==> config.mk <==
export PLATFORM = sky130hd
export DESIGN_NAME = stream_find_replace_unit
export DESIGN_NICKNAME = d
export VERILOG_FILES = /design/src/sv/sfr_pkg.sv /design/src/sv/sfr_front.sv /design/src/sv/sfr_queue.sv /design/src/sv/sfr_back.sv /design/src/sv/stream_find_replace_unit.sv
export SDC_FILE = /design/constraint.sdc
export NUM_CORES = 1
export LEC_CHECK = 0
export ABC_AREA = 1
export BUFFER_PORTS_ARGS = -buffer_cell sky130_fd_sc_hd__buf_4
export CAP_MARGIN = 30
export CORE_ASPECT_RATIO = 0.7
export CORE_MARGIN = 2
export CORE_UTILIZATION = 45
export CTS_CLUSTER_DIAMETER = 150
export CTS_CLUSTER_SIZE = 25
export DETAILED_ROUTE_END_ITERATION = 8
export GPL_TIMING_DRIVEN = 0
export PLACE_DENSITY = 0.71
export SYNTH_ARGS = -nofsm -noshare
export SYNTH_HDL_FRONTEND = slang
export SYNTH_SLANG_ARGS = --single-unit
==> constraint.sdc <==
create_clock -name clock -period 10.8 [get_ports clock]
set_clock_uncertainty 0.1 [all_clocks]
set_input_delay 2.16 -clock clock [delete_from_list [all_inputs] [get_ports clock]]
set_output_delay 2.16 -clock clock [all_outputs]
set_load 0.1 [all_outputs]
==> src/sv/sfr_pkg.sv <==
package sfr_pkg;

   localparam int BYTE_W = 8;
   localparam int CFG_DATA_W = 64;
   localparam int LEN_W = 4;
   localparam int MAX_BYTES = CFG_DATA_W / BYTE_W;
   localparam int IDX_W = $clog2(MAX_BYTES);

   localparam int DEFAULT_MAX_PATTERN = 8;
   localparam int MAX_REPLACEMENT = 8;
   localparam int RLEN_CAP = (MAX_REPLACEMENT < MAX_BYTES) ? MAX_REPLACEMENT : MAX_BYTES;

   // power of two, so the pointers wrap on their own
   localparam int QUEUE_DEPTH = 2;

   typedef enum logic [1:0] {
      CSR_PATTERN_BYTES      = 2'd0,
      CSR_PATTERN_LENGTH     = 2'd1,
      CSR_REPLACEMENT_BYTES  = 2'd2,
      CSR_REPLACEMENT_LENGTH = 2'd3
   } csr_index_type;

   typedef struct packed {
      logic [CFG_DATA_W-1:0] pattern_bytes;
      logic [LEN_W-1:0]      pattern_length;
      logic [CFG_DATA_W-1:0] replacement_bytes;
      logic [LEN_W-1:0]      replacement_length;
   } cfg_type;

   // at most one command per input item: bytes to send, oldest in the lowest byte
   typedef struct packed {
      logic [CFG_DATA_W-1:0] data;
      logic [LEN_W-1:0]      count;
      logic                  last;
   } cmd_type;

endpackage

==> src/sv/sfr_front.sv <==
module sfr_front #(
   parameter int MAX_PATTERN = sfr_pkg::DEFAULT_MAX_PATTERN
) (
   input  logic             clock,
   input  logic             reset,
   input  sfr_pkg::cfg_type cfg,
   input  logic             req_tvalid,
   output logic             req_tready,
   input  logic [7:0]       req_tdata,   // in_byte
   input  logic             req_tlast,   // in_last
   input  logic             q_full,
   output logic             q_push,
   output sfr_pkg::cmd_type q_cmd
);
   import sfr_pkg::*;

   localparam int WIN_DEPTH = (MAX_PATTERN < MAX_BYTES) ? MAX_PATTERN : MAX_BYTES;
   localparam int WIN_W = WIN_DEPTH * BYTE_W;

   logic [WIN_W-1:0] win_ff, win_in;
   logic [LEN_W-1:0] fill_ff, fill_in;

   logic [LEN_W-1:0] plen, rlen, base, shift, fill_new;
   logic [WIN_W-1:0] shifted, w;
   logic             match, fire, need_cmd;
   cmd_type          cmd;

   assign req_tready = !q_full;
   assign fire = req_tvalid && req_tready;
   assign q_push = fire && need_cmd;
   assign q_cmd = cmd;

   always_comb begin
      plen = cfg.pattern_length;
      if (plen == '0) plen = LEN_W'(1);
      if (plen > LEN_W'(WIN_DEPTH)) plen = LEN_W'(WIN_DEPTH);
      rlen = cfg.replacement_length;
      if (rlen > LEN_W'(RLEN_CAP)) rlen = LEN_W'(RLEN_CAP);
   end

   // drop the oldest excess bytes so one slot is free, take the byte in, then compare with the pattern
   always_comb begin
      if (fill_ff >= plen) begin
         base = plen - LEN_W'(1);
         shift = fill_ff - base;
      end else begin
         base = fill_ff;
         shift = '0;
      end
      shifted = win_ff >> {shift, 3'b000};
      for (int k = 0; k < WIN_DEPTH; k++) begin
         w[k*BYTE_W +: BYTE_W] = (LEN_W'(k) == base) ? req_tdata : shifted[k*BYTE_W +: BYTE_W];
      end
      fill_new = base + LEN_W'(1);
      match = 1'b1;
      for (int k = 0; k < WIN_DEPTH; k++) begin
         if (LEN_W'(k) < plen
             && w[k*BYTE_W +: BYTE_W] != cfg.pattern_bytes[k*BYTE_W +: BYTE_W]) begin
            match = 1'b0;
         end
      end
   end

   always_comb begin
      win_in = w;
      fill_in = fill_new;
      need_cmd = 1'b0;
      cmd.data = CFG_DATA_W'(w);
      cmd.count = '0;
      cmd.last = req_tlast;
      if (fill_new == plen) begin
         if (match) begin
            cmd.data = cfg.replacement_bytes;
            cmd.count = rlen;
            fill_in = '0;
            need_cmd = (rlen != '0) || req_tlast;
         end else begin
            // send the oldest byte, or the whole window at the end
            cmd.count = req_tlast ? plen : LEN_W'(1);
            need_cmd = 1'b1;
            win_in = w >> BYTE_W;
            fill_in = plen - LEN_W'(1);
         end
      end else if (req_tlast) begin
         cmd.count = fill_new;
         need_cmd = 1'b1;
      end
      if (req_tlast) fill_in = '0;
   end

   always_ff @(posedge clock) begin
      if (reset) begin
         fill_ff <= '0;
      end else if (fire) begin
         fill_ff <= fill_in;
      end
   end

   always_ff @(posedge clock) begin
      if (fire) begin
         win_ff <= win_in;
      end
   end

endmodule

==> src/sv/sfr_queue.sv <==
module sfr_queue (
   input  logic             clock,
   input  logic             reset,
   input  logic             push,
   input  sfr_pkg::cmd_type push_cmd,
   output logic             full,
   input  logic             pop,
   output logic             head_valid,
   output sfr_pkg::cmd_type head_cmd
);
   import sfr_pkg::*;

   localparam int PTR_W = (QUEUE_DEPTH > 1) ? $clog2(QUEUE_DEPTH) : 1;
   localparam int CNT_W = $clog2(QUEUE_DEPTH + 1);

   cmd_type          slot_ff [QUEUE_DEPTH];
   logic [PTR_W-1:0] wr_ptr_ff, rd_ptr_ff;
   logic [CNT_W-1:0] cnt_ff, cnt_in;

   assign full = cnt_ff == CNT_W'(QUEUE_DEPTH);
   assign head_valid = cnt_ff != '0;
   assign head_cmd = slot_ff[rd_ptr_ff];

   always_comb begin
      case ({push, pop})
         2'b10:   cnt_in = cnt_ff + CNT_W'(1);
         2'b01:   cnt_in = cnt_ff - CNT_W'(1);
         default: cnt_in = cnt_ff;
      endcase
   end

   always_ff @(posedge clock) begin
      if (reset) begin
         wr_ptr_ff <= '0;
         rd_ptr_ff <= '0;
         cnt_ff <= '0;
      end else begin
         if (push) wr_ptr_ff <= wr_ptr_ff + PTR_W'(1);
         if (pop) rd_ptr_ff <= rd_ptr_ff + PTR_W'(1);
         cnt_ff <= cnt_in;
      end
   end

   always_ff @(posedge clock) begin
      if (push) begin
         slot_ff[wr_ptr_ff] <= push_cmd;
      end
   end

endmodule

==> src/sv/sfr_back.sv <==
module sfr_back (
   input  logic             clock,
   input  logic             reset,
   input  logic             head_valid,
   input  sfr_pkg::cmd_type head_cmd,
   output logic             pop,
   output logic             rsp_tvalid,
   input  logic             rsp_tready,
   output logic [7:0]       rsp_tdata,   // out_byte
   output logic             rsp_tuser,   // out_empty
   output logic             rsp_tlast    // out_last
);
   import sfr_pkg::*;

   cmd_type          cur_ff;
   logic             busy_ff, busy_in;
   logic [IDX_W-1:0] idx_ff, idx_in;
   logic [IDX_W-1:0] final_idx;
   logic             at_final, fire, done;
   logic [CFG_DATA_W-1:0] sel;

   // an empty command still gives one marker result
   assign final_idx = (cur_ff.count == '0) ? '0 : IDX_W'(cur_ff.count - LEN_W'(1));
   assign at_final = idx_ff == final_idx;
   assign fire = rsp_tvalid && rsp_tready;
   assign done = fire && at_final;
   assign pop = head_valid && (!busy_ff || done);

   assign sel = cur_ff.data >> {idx_ff, 3'b000};
   assign rsp_tvalid = busy_ff;
   assign rsp_tuser = cur_ff.count == '0;
   assign rsp_tdata = rsp_tuser ? '0 : sel[BYTE_W-1:0];
   assign rsp_tlast = cur_ff.last && at_final;

   always_comb begin
      busy_in = busy_ff;
      idx_in = idx_ff;
      if (pop) begin
         busy_in = 1'b1;
         idx_in = '0;
      end else if (done) begin
         busy_in = 1'b0;
      end else if (fire) begin
         idx_in = idx_ff + IDX_W'(1);
      end
   end

   always_ff @(posedge clock) begin
      if (reset) begin
         busy_ff <= 1'b0;
         idx_ff <= '0;
      end else begin
         busy_ff <= busy_in;
         idx_ff <= idx_in;
      end
   end

   always_ff @(posedge clock) begin
      if (pop) begin
         cur_ff <= head_cmd;
      end
   end

endmodule

==> src/sv/stream_find_replace_unit.sv <==
// Streaming find-and-replace on a byte stream. Each accepted byte on req_ enters a window as
// long as the pattern; a full window that matches is replaced by the replacement bytes (none
// when replacement_length is zero), otherwise its oldest byte goes out on rsp_. req_tlast
// flushes the window and the final result carries rsp_tlast; if nothing is left to send, one
// result with rsp_tuser (empty) set ends the run. The front takes one byte per cycle while the
// two-entry command queue has room; the back sends one result per cycle while rsp_tready is
// high, through the single output byte lane, and an item gives up to eight results for a
// replacement or an end-of-run flush. Write the csr_ registers only while idle.
module stream_find_replace_unit #(
   parameter int MAX_PATTERN = sfr_pkg::DEFAULT_MAX_PATTERN
) (
   input  logic        clock,
   input  logic        reset,
   input  logic        csr_we,
   input  logic [1:0]  csr_index,
   input  logic [63:0] csr_wdata,
   input  logic        req_tvalid,
   output logic        req_tready,
   input  logic [7:0]  req_tdata,   // in_byte
   input  logic        req_tlast,   // in_last
   output logic        rsp_tvalid,
   input  logic        rsp_tready,
   output logic [7:0]  rsp_tdata,   // out_byte
   output logic        rsp_tuser,   // out_empty
   output logic        rsp_tlast    // out_last
);
   import sfr_pkg::*;

   cfg_type cfg_ff;
   cmd_type push_cmd, head_cmd;
   logic    q_push, q_full, q_pop, q_valid;

   always_ff @(posedge clock) begin
      if (reset) begin
         cfg_ff.pattern_bytes <= '0;
         cfg_ff.pattern_length <= LEN_W'(1);
         cfg_ff.replacement_bytes <= '0;
         cfg_ff.replacement_length <= '0;
      end else if (csr_we) begin
         unique case (csr_index_type'(csr_index))
            CSR_PATTERN_BYTES:      cfg_ff.pattern_bytes <= csr_wdata;
            CSR_PATTERN_LENGTH:     cfg_ff.pattern_length <= csr_wdata[LEN_W-1:0];
            CSR_REPLACEMENT_BYTES:  cfg_ff.replacement_bytes <= csr_wdata;
            CSR_REPLACEMENT_LENGTH: cfg_ff.replacement_length <= csr_wdata[LEN_W-1:0];
            default: ;
         endcase
      end
   end

   sfr_front #(.MAX_PATTERN(MAX_PATTERN)) u_front (
      .clock      (clock),
      .reset      (reset),
      .cfg        (cfg_ff),
      .req_tvalid (req_tvalid),
      .req_tready (req_tready),
      .req_tdata  (req_tdata),
      .req_tlast  (req_tlast),
      .q_full     (q_full),
      .q_push     (q_push),
      .q_cmd      (push_cmd)
   );

   sfr_queue u_queue (
      .clock      (clock),
      .reset      (reset),
      .push       (q_push),
      .push_cmd   (push_cmd),
      .full       (q_full),
      .pop        (q_pop),
      .head_valid (q_valid),
      .head_cmd   (head_cmd)
   );

   sfr_back u_back (
      .clock      (clock),
      .reset      (reset),
      .head_valid (q_valid),
      .head_cmd   (head_cmd),
      .pop        (q_pop),
      .rsp_tvalid (rsp_tvalid),
      .rsp_tready (rsp_tready),
      .rsp_tdata  (rsp_tdata),
      .rsp_tuser  (rsp_tuser),
      .rsp_tlast  (rsp_tlast)
   );

   a_no_overflow: assert property (@(posedge clock) disable iff (reset)
      q_push |-> !q_full)
      else $error("command pushed into a full queue");

   a_no_underflow: assert property (@(posedge clock) disable iff (reset)
      q_pop |-> q_valid)
      else $error("command taken from an empty queue");

   a_empty_ends_run: assert property (@(posedge clock) disable iff (reset)
      rsp_tvalid && rsp_tuser |-> rsp_tlast)
      else $error("empty marker result without end of run");

endmodule

Word-level counts from Yosys, hierarchy flattened
Memories as Yosys holds them, arrays and structs flattened. A register that Yosys moved wholly into a read port is not among the register bits.
Index checks and enable logic that the tools add are counted.
W data, S select, Z words.
{"block": "totals", "register_bits": 212, "ramBits": 138, "inputBits": 80, "out_inout_bits": 12, "n_memories": 1}
{"name": "u_queue.slot_ff", "words": 2, "width": 69, "read_ports": 1, "rd_ports_with_merged_regs": 1, "write_ports": 1, "line_no": "sfr_queue.sv:16", "rtl": "cmd_type slot_ff [QUEUE_DEPTH];"}
{"block": "op_classes", "n_addsub": 9, "order_cmp": 11, "eq_ne": 23, "shift": 2, "n_mux": 42, "n_bitwise": 1, "n_reduce_logical": 32}
{"cell": "$mux W64", "count": 4}
{"cell": "$mux W8", "count": 9}
{"cell": "$ne A8 B8 Y1", "count": 8}
{"cell": "$shr A64 B6 Y8", "count": 1}
{"cell": "$shr A64 B7 Y64", "count": 1}
{"cell": "$mux W4", "count": 12}
{"cell": "$eq A3 B4 Y1 const A", "count": 4}
{"cell": "$lt A3 B4 Y1 const A", "count": 4}
{"cell": "$mux W1", "count": 15}
{"cell": "$logic_and A1 B1 Y1", "count": 14}
{"cell": "$logic_not A4 Y1", "count": 3}
{"cell": "$reduce_and A2 Y1", "count": 5}
{"cell": "$eq A2 B2 Y1 const B", "count": 4}
{"cell": "$eq A2 B4 Y1 const A", "count": 2}
{"cell": "$gt A4 B4 Y1 const B", "count": 2}
{"cell": "$lt A1 B4 Y1 const A", "count": 2}
{"cell": "$lt A2 B4 Y1 const A", "count": 2}
{"cell": "$reduce_bool A2 Y1", "count": 3}
{"cell": "$add A4 B1 Y4 const B", "count": 1}
{"cell": "$eq A1 B4 Y1 const A", "count": 1}
{"cell": "$eq A2 B1 Y1 const B", "count": 2}
{"cell": "$eq A4 B4 Y1", "count": 1}
{"cell": "$ge A4 B4 Y1", "count": 1}
{"cell": "$pmux W2 S2", "count": 1}
{"cell": "15 further kinds", "count": 18}

Longest topological paths before layout
Gate-level depths: netlist of run 1.
{"block": "depth", "ltp_word": 24, "depth_mapped": 39, "ltp_nobuf": 37}

Hierarchy
A second synthesis of run 1 with hierarchy kept.
{"block": "hier_totals", "cells_unflattened": 2842, "area_unflattened_um2": 22654.2}
{"mod": "sfr_front", "instances": 1, "cells_each": 1464, "area_each_um2": 8546.9}
{"mod": "stream_find_replace_unit", "instances": 1, "cells_each": 878, "area_each_um2": 5865.6}
{"mod": "sfr_queue", "instances": 1, "cells_each": 248, "area_each_um2": 5246.3}
{"mod": "sfr_back", "instances": 1, "cells_each": 252, "area_each_um2": 2995.4}

Worst setup path before layout of run 1
No wires, ideal clock.
{"block": "synth_timing", "path_kind": "reg2reg", "from": "reg cfg_ff[70] in the netlist's numbering", "to": "mem u_queue.slot_ff[0][0] in the netlist's numbering, enable pin", "setup_time_ns": 0.497, "t_arrival_ns": 6.953, "required_ns": 10.203, "slack_ns": 3.251, "path_stages_with_launch": 35, "cell_sequence": "dfxtp_1 nor2_1 o21ai_0 inv_1 ha_1 nand2_1 nand2_1 nand2_1 nand2_1 nand2_4 buf_2 nor2_1 a21oi_1 inv_1 ha_1 inv_1 nor2_8 nor2_4 nand2_2 nand2_1 nand2_1 nand2_1 inv_1 nand2_1 nor2_1 nand2_1 nand2_1 nand3_1 nand2_2 nand3_4 nand2_4 buf_6 nand2_4 nand2_1 nor2_1"}
{"block": "synth_between", "elab_chain_cells": 24, "elab_cells_between_ends": 65, "cone_classes": "add/sub (3); order compare (10); eq/ne (16); shift (1); mux (24); reduce/logical (11)"}
{"element": "start: declaration", "line_no": "stream_find_replace_unit.sv:29", "rtl": "cfg_type cfg_ff;"}
{"element": "$logic_not A4 Y1", "line_no": "sfr_front.sv:35", "rtl": "if (plen == '0) plen = LEN_W'(1);"}
{"element": "$mux W4 *", "line_no": "sfr_front.sv:35"}
{"element": "$gt A4 B4 Y1", "line_no": "sfr_front.sv:36", "rtl": "if (plen > LEN_W'(WIN_DEPTH)) plen = LEN_W'(WIN_DEPTH);"}
{"element": "$mux W4 *", "line_no": "sfr_front.sv:36"}
{"element": "$sub A4 B1 Y4", "line_no": "sfr_front.sv:44", "rtl": "base = plen - LEN_W'(1);"}
{"element": "$sub A4 B4 Y4", "line_no": "sfr_front.sv:45", "rtl": "shift = fill_ff - base;"}
{"element": "$mux W4", "line_no": "sfr_front.sv:43", "rtl": "if (fill_ff >= plen) begin"}
{"element": "$shr A64 B7 Y64", "line_no": "sfr_front.sv:50", "rtl": "shifted = win_ff >> {shift, 3'b000};"}
{"element": "$mux W8", "line_no": "sfr_front.sv:52", "rtl": "w[k*BYTE_W +: BYTE_W] = (LEN_W'(k) == base) ? req_tdata : shifted[k*BYTE_W +: BYTE_W];"}
{"element": "$ne A8 B8 Y1", "line_no": "sfr_front.sv:58", "rtl": "&& w[k*BYTE_W +: BYTE_W] != cfg.pattern_bytes[k*BYTE_W +: BYTE_W]) begin"}
{"element": "$logic_and A1 B1 Y1", "line_no": "sfr_front.sv:58"}
{"element": "$mux W1 (8 in a row)", "line_no": "sfr_front.sv:57", "rtl": "if (LEN_W'(k) < plen"}
{"element": "$mux W1", "line_no": "sfr_front.sv:72", "rtl": "if (match) begin"}
{"element": "$mux W1 *", "line_no": "sfr_front.sv:71", "rtl": "if (fill_new == plen) begin"}
{"element": "$logic_and A1 B1 Y1 *", "line_no": "sfr_front.sv:30", "rtl": "assign q_push = fire && need_cmd;"}
{"element": "$mux W1 *", "line_no": "sfr_queue.sv:45", "rtl": "if (push) begin"}
{"element": "$mux W1 (implied by the code) *", "line_no": "sfr_queue.sv:46", "rtl": "slot_ff[wr_ptr_ff] <= push_cmd;"}
{"element": "end: declaration", "line_no": "sfr_queue.sv:16"}
Every way passes the cells marked *; elsewhere a longest branch is shown, timed or not.

Final worst setup path of run 1
{"block": "layout_timing", "from": "reg cfg_ff[70] in the netlist's numbering", "to": "mem u_queue.slot_ff[0][52] in the netlist's numbering, enable pin"}
The elaborated chain is that of the path after synthesis.

==> results of run 1 <==
sequential cells by signal, indices dropped and copies added, names as in the netlist:
signal	flops
u_front.win_ff	64
u_back.rsp_tvalid	1
u_queue.cnt_ff	2
u_queue.slot_ff	138
cfg_ff	136
u_back.cur_ff	69
u_front.fill_ff	4
u_queue.wr_ptr_ff	1
u_queue.rd_ptr_ff	1
u_back.idx_ff	3
worst max-delay path, delay by kind of cell, from the launching register on:
| kind | cells | cell delay (ns) |
|---|---|---|
| buf+inv | 7 | 1.73 |
| compound gates | 2 | 1.06 |
| fa+ha+maj | 2 | 0.63 |
| flops | 1 | 0.44 |
| simple gates | 23 | 2.97 |
cell usage after synthesis (3+ instances only):
library cell  instances  share of area [%]
a31oi_1              23               0.68
dfxtp_1             148                 14
xor2_1                7               0.29
a21oi_1             118                2.8
inv_1               226                4.0
edfxtp_1            271                 39
nand2_2              12               0.36
o21ai_1              60                1.4
nand2_1             758                 14
nand2_4               8               0.43
nand3_4               4               0.33
nor2_4                8               0.43
o21ai_0             255                6.1
nor2_1              200                3.6
nor2_8                5               0.48
buf_2                48                1.1
nor3_1                3              0.071
nand3_2               3               0.14
clkbuf_1             73                1.3
nand3b_1             39                1.4
nand4_1               4               0.12
buf_1                 9               0.16
inv_2                10               0.18
ha_1                 18                1.1
nand3_1             214                5.1
o22ai_1               8               0.24
xnor2_1               3               0.12
o211ai_1             24               0.86
buf_4                 7               0.25
cell type report:
cell class	count	area share, %
Buffer	139	2.69
Sequential cell	419	48.0
Timing Repair Buffer	90	3.19
Antenna cell	1	0.0108
Inverter	239	3.94
Tap cell	612	3.31
Clock buffer	34	2.48
Clock inverter	1	0.0378
Multi-Input combinational cell	1785	36.4
power breakdown:
group          switching, W  internal, W
clock network      0.000523     0.000370
registers          0.000190      0.00260
logic               0.00318      0.00106
total               0.00390      0.00403
metal layers:
metal  wire length [um]  vias to the layer above  GRT usage, %
li1                   -                     8779             -
met1              34900                     9108          46.7
met2              31000                      922          45.5
met3               8200                      103          6.35
met4               1840                        0          6.92
met5                  0                        -             0
final timing paths:
kind              start                endpoint  cells after the start
max          cfg_ff[70]  u_queue.slot_ff[0][52]                     34
min reg2reg  cfg_ff[26]              cfg_ff[26]                      2
min          cfg_ff[26]              cfg_ff[26]                      2
max reg2reg  cfg_ff[70]  u_queue.slot_ff[0][52]                     34
layout by cell type, fill, tap and decap left out, types with 10 or more instances in the layout:
master     count
nor2_1       199
buf_2         49
o21ai_1       60
inv_1        223
nand3_1      214
a31oi_1       23
nand3b_1      39
o211ai_1      24
clkbuf_16     21
edfxtp_1     271
inv_2         10
o21ai_0      255
nand2_2       12
ha_1          18
dfxtp_1      148
clkbuf_1      86
buf_4         91
a21oi_1      118
nand2_1      758
metrics by stage:
step	cell area, um^2	util [%]	TNS (ns)	setup WS, ns	instances
after global routing	23100	50.0	0	3.18	3319
after global placement	22400	48.4	-9.38	-0.150	3277
final	23100	50.0	0	3.48	3320
after detailed placement	22600	48.7	0	3.69	3283
after CTS	23100	49.9	0	3.71	3318
after floorplan	21000	-	0	3.25	2582
cells by family after synthesis:
group | count (synthesis)
AOI/OAI and AO/OA | 491
xor gates and xnor gates | 11
adders and majority gates | 19
buffers and inverters | 378
DFF | 419
and+or+nand+nor | 1264
==> out/results.md, run 1 <==
* TritonCTS clock tree: built
* worst skew pair latency: 0.57 ns
* P per Cell Area: 342 nW/um^2
* VDD IR-drop max: 0.163 mV
* Die Footprint: 48,500 um^2
* unrepaired setup endpoints after global routing: false
* total power after layout: 0.00792 W
* tightest slew margin relative to the limit: 31.3%
* transition time of the tightest slew-check pin: 1.02 ns
* final count of hold timing violations: 0
* xor/xnor share of the synthesized area: 0.494%
* sequential-to-total area share from yosys stat: 52.8%
* port bufs: 83
* number of synthesized register bits: 419
* Post-Route Hold Slack: 0.354 ns
* clock-pin slew on the worst setup and hold paths: 0.10 ns
* Setup crit end kind: flop
* count of antenna-violating nets left after detailed routing: 0
* # nets final: 2,793
* final routed wire length divided by cell count: 22.9 um
* height of the die: 185 um
* Final Max Tran Viols: 0
* DR vias: 18,912
* number of clock sinks seen by CTS: 419
* final critical-path required period: 7.32 ns
* mapped cell area: 21,000 um^2
* Setup Crit Path Kind: reg -> reg
* wire length of the first global-routing pass: 110,000 um
* post-synthesis adder-cell area fraction: 1.17%
* CTS hold repair buffers: 0
* total clock buffers created by CTS: 20
* number of placement rows: 66
* post-DR vias/cell: 5.70
* total track usage: 30.9%
* routed wire length: 75,900 um
* placer's final routability congestion estimate: 0.992
* Max-cap violations: 0
* Most common cell on crit path: nand2_1
* achievable frequency: 0.137 GHz
* fraction of synthesis flops using an asynchronous set or reset pin: 0%
* area of the placeable core: 46,300 um^2
* initial core utilization: 45.4%
* deepest level of the CTS H-tree: 1
* combinational family with the most area after synthesis: simple AND/OR/NAND/NOR gates
* number of flops mapped to enable cells by yosys: 271
* number of nets produced by synthesis: 2,681
* number of DRC markers in iteration 0: 2,443
* Worst EP arrival: 7.47 ns
* cells resized by post-CTS repair: 0
* classification of the worst-slack hold path: reg -> reg
* pin count of the biggest net entering global routing: 71
* highest fanout seen on the critical path: 31
* primary flip-flop cell chosen by synthesis mapping: edfxtp_1
* Post-route DRC: 0
* clock tree buffer depth: 3
* area of the multi-input gates: 8420 um^2
* Synth Area in Simple Gates: 26.1%
* Critical Path Slowest Stage Cell: o21ai_0
* Synthesis Warnings: 0
* total of fill cells in the finished design: 4,535
* area growth from synthesis to final layout: 10.0%
* Worst R2R Setup Slack: 3.48 ns
* initial antenna violation count: 2
* total congestion overflow after global routing: 0
* largest incremental delay on the critical path: 0.70 ns
* footprint of the flip-flops and latches: 11,100 um^2
* vias in the first global route: 17,382
* Post-Syn Area per Cell: 8.15 um^2
* gate count after technology mapping: 2,582
* outcome: complete, no violations
* data required time at the worst endpoint: 10.95 ns
* Synth Area in Compound Gates: 12.2%
* clock root buffer master: clkbuf_16
* fraction of the cycle the final worst path needs: 67.8%
* proportion of layout cells with a drive suffix above 1: 8.42%
* first-pass iteration count of the detailed router: 6
* die span in x: 262 um
* number of ports placed on the die boundary: 92
* mux contribution to synthesized area: 0%
* startpoint class of the critical path: flop
* library cells used by synthesis: 42
* Static Leak: 9.70 nW
* HPWL Detailed: 60,500 um
* Final setup viols: 0
* Post-CTS Setup Bufs: 0
Power figures use the tool's default switching activity.
==> run 2: changes to the inputs <==
--- a/config.mk
+++ b/config.mk
@@ -5,7 +5,7 @@
 export SDC_FILE = /design/constraint.sdc
 export NUM_CORES = 1
 export LEC_CHECK = 0
-export ABC_AREA = 1
+export ABC_AREA = 0
 export BUFFER_PORTS_ARGS = -buffer_cell sky130_fd_sc_hd__buf_4
 export CAP_MARGIN = 30
 export CORE_ASPECT_RATIO = 0.7
==> constraint.sdc (replaced) <==
create_clock -name clock -period 6.85 [get_ports clock]
set_clock_uncertainty 0.1 [all_clocks]
set_input_delay 1.37 -clock clock [delete_from_list [all_inputs] [get_ports clock]]
set_output_delay 1.37 -clock clock [all_outputs]
set_load 0.1 [all_outputs]
==> run 2 against run 1 <==
Effect of this change:
- the flow now finishes with violations (negative setup slack)
- critical path type unchanged
- worst setup slack got worse by 3.7 ns
- design area rose by 11%
- fmax rose by 3.8%
- sequential share of layout area fell by 4.8 points
- area after synthesis rose by 5.8%
- die area rose by 5.7%
- cell count fell by 9.2%
- wire length rose by 23%
- largest cell class unchanged
- flip-flop and latch count did not move
- first-iteration DRC count rose by 24%
- critical endpoint is now u_front.win_ff[19]
==> out/results.md, run 2 <==
* outcome: finished with violations
* violations in the final reports: negative setup slack
* data required time at the worst endpoint: 7.11 ns
* number of flops mapped to enable cells by yosys: 271
* TritonCTS clock tree: built
* fraction of synthesis flops using an asynchronous set or reset pin: 0%
* launching point of the worst reg2reg path: cfg_ff[70]
* Post-synth top cells: nand2_1, edfxtp_1, a21oi_1
* fraction of the cycle the final worst path needs: 103%
* footprint of the flip-flops and latches: 11,100 um^2
* startpoint class of the critical path: flop
* total of fill cells in the finished design: 4,364
* area of the placeable core: 49,100 um^2
* worst setup path startpoint: cfg_ff[70]
* classification of the worst-slack hold path: reg -> reg
* number of ports placed on the die boundary: 92
* cell accounting for the most synthesized area: edfxtp_1
* commonest non-fill, non-tap cells in the layout: nand2_1, edfxtp_1, a21oi_1
* most used standard cell by instance count after synthesis: nand2_1
* number of synthesized register bits: 419
* initial antenna violation count: 4
* routed wire length: 93,500 um
* library cells used by synthesis: 99
* height of the die: 190 um
* total clock buffers created by CTS: 20
* Final setup viols: 217
* primary flip-flop cell chosen by synthesis mapping: edfxtp_1
* number of nets produced by synthesis: 2,257
* mapped cell area: 22,300 um^2
* number of cells on the worst reg-to-reg path: 24
* clock-pin slew on the worst setup and hold paths: 0.14 ns
* number of placement rows: 68
* gate count after technology mapping: 2,158
* Die Footprint: 51,300 um^2
* number of DRC markers in iteration 0: 3,035
* proportion of layout cells with a drive suffix above 1: 21.2%
* RR Endpoint: u_front.win_ff[19]
* HPWL Detailed: 72,600 um
* Setup crit end kind: flop
* Synthesis Warnings: 0
* total track usage: 35.3%
* wire length of the first global-routing pass: 130,000 um
* post-route setup slack: -0.201 ns
* number of clock sinks seen by CTS: 419
* count of antenna-violating nets left after detailed routing: 0
* total congestion overflow after global routing: 0
* final routed wire length divided by cell count: 31.0 um
* worst skew pair latency: 0.59 ns
* transition time of the tightest slew-check pin: 1.03 ns
* placer's final routability congestion estimate: 1.04
* Final Max Tran Viols: 0
* pin count of the biggest net entering global routing: 62
* max reg flops: 138
* Max-cap violations: 0
* Worst EP arrival: 7.31 ns
* post-DR vias/cell: 6.52
* sequential-to-total area share from yosys stat: 49.9%
* clock tree buffer depth: 3
* DR vias: 19,636
* first-pass iteration count of the detailed router: 6
* die span in x: 270 um
* initial core utilization: 45.4%
* port bufs: 87
* tightest slew margin relative to the limit: 30.6%
* Post-route DRC: 0
* top cell type's share of synthesized area: 36.5%
* most frequent standard cell in the layout excluding fill and tap cells: nand2_1
* Post-Syn Area per Cell: 10.3 um^2
* final count of hold timing violations: 0
* Post-Route Hold Slack: 0.359 ns
* Setup Crit Path Kind: reg -> reg
* Reg with most FFs: u_queue.slot_ff
* clock root buffer master: clkbuf_16
* area of the multi-input gates: 10,900 um^2
* area growth from synthesis to final layout: 15.5%
* crit path to: u_front.win_ff[19]
* Worst R2R Setup Slack: -0.20 ns
* top post-synthesis cells by area: edfxtp_1, dfxtp_1, nand2_1
* deepest level of the CTS H-tree: 1
* vias in the first global route: 18,299
* final critical-path required period: 7.05 ns
* Top Registers: u_queue.slot_ff: 138 flops, cfg_ff: 136 flops, u_back.cur_ff: 69 flops
* # nets final: 2,430
* highest fanout seen on the critical path: 10
* achievable frequency: 0.142 GHz
run 2: cell count changes after synthesis, sizes merged, moves of 22 or more:
cell	previous run	this run
nand3	221	26
a21oi	119	234
nand2	778	356
o21ai	315	79
mux2i	0	82
mux2	0	135
nand3b	39	9
inv	236	48
nor2	213	122
xnor2	3	43
a22oi	0	22
run 2: kinds of logic (layout without fill, tap and decap cells):
group | after synthesis | in the layout | synth area share (%)
simple gates | 626 | 626 | 12.4
compound gates | 595 | 595 | 17.6
flops | 419 | 419 | 49.9
mux | 233 | 233 | 12.1
buf+inv | 199 | 386 | 4.15
xor+xnor | 67 | 67 | 2.75
fa+ha+maj | 19 | 19 | 1.10
other cells | 0 | 3 | 0
run 2: per-layer routing:
| metal | wire length, um | vias to the layer above | GRT usage [%] |
|---|---|---|---|
| li1 | - | 8357 | - |
| met1 | 40100 | 9776 | 51.1 |
| met2 | 37700 | 1337 | 49.7 |
| met3 | 13500 | 166 | 13.5 |
| met4 | 2200 | 0 | 7.99 |
| met5 | 0 | - | 0 |
run 2: final cells by class:
| cell class | count | share of cell area (%) |
|---|---|---|
| inverter | 49 | 0.769 |
| clock inverter | 2 | 0.0973 |
| clock buffer | 34 | 2.15 |
| timing repair buffer | 156 | 5.15 |
| sequential | 419 | 43.2 |
| buffer | 144 | 3.06 |
| timing repair inverter | 1 | 0.0292 |
| tap | 665 | 3.24 |
| antenna | 3 | 0.0292 |
| multi-input combinational | 1540 | 42.3 |
run 2: per-stage QoR:
| step | area [um^2] | instances | worst slack, ns | setup TNS [ns] | util [%] |
|---|---|---|---|---|---|
| 2_1_floorplan | 22300 | 2158 | 0.0199 | 0 | - |
| 3_5_place_dp | 24000 | 2927 | -1.84 | -448.70 | 49.0 |
| 5_1_grt | 25700 | 3010 | -0.0540 | -1.72 | 52.4 |
| 6_report | 25700 | 3013 | -0.201 | -13.54 | 52.4 |
| 3_3_place_gp | 23800 | 2910 | -3.08 | -741.19 | 48.5 |
| 4_1_cts | 25100 | 2992 | 0.000259 | 0 | 51.2 |
run 2: worst min-delay path by stage:
stage                from          to  slack, ns  cells after the start
6_report       cfg_ff[50]  cfg_ff[50]       0.36                      2
5_1_grt        cfg_ff[38]  cfg_ff[38]       0.38                      2
4_1_cts        cfg_ff[50]  cfg_ff[50]       0.36                      2
3_5_place_dp   cfg_ff[50]  cfg_ff[50]       0.34                      2
3_3_place_gp   cfg_ff[28]  cfg_ff[28]       0.34                      2
2_1_floorplan  cfg_ff[28]  cfg_ff[28]       0.33                      2
run 2: timing repair:
| action | CTS | global route |
|---|---|---|
| resized for setup | 79 | 91 |
| gates cloned | 2 | 2 |
| setup buffers | 28 | 18 |
| hold buffers | 0 | 0 |
| pin swaps | 14 | 19 |
| endpoints found under the setup margin | 344 | 343 |
run 2: critical path, cell delays in order, from the launching register on:
cell       delay, ns
dfxtp_4         0.40
nor2_1          0.18
o21ai_4         0.11
ha_1            0.42
inv_1           0.08
fa_1            0.62
buf_2           0.27
nor2b_1         0.15
clkbuf_1        0.45
clkbuf_2        0.53
nand2_1         0.11
a21o_1          0.21
a21oi_1         0.52
o21ai_1         0.28
a21boi_2        0.29
nand2_1         0.20
a31oi_4         0.19
a2111oi_4       0.36
buf_4           0.23
buf_4           0.15
o21ai_2         0.10
nand2_4         0.20
buf_12          0.16
buf_12          0.15
mux2i_1         0.36
Power of run 2 is left out: the tool's default activity adds up to more than one toggle a clock period on the data nets, which glitch-free logic cannot reach.
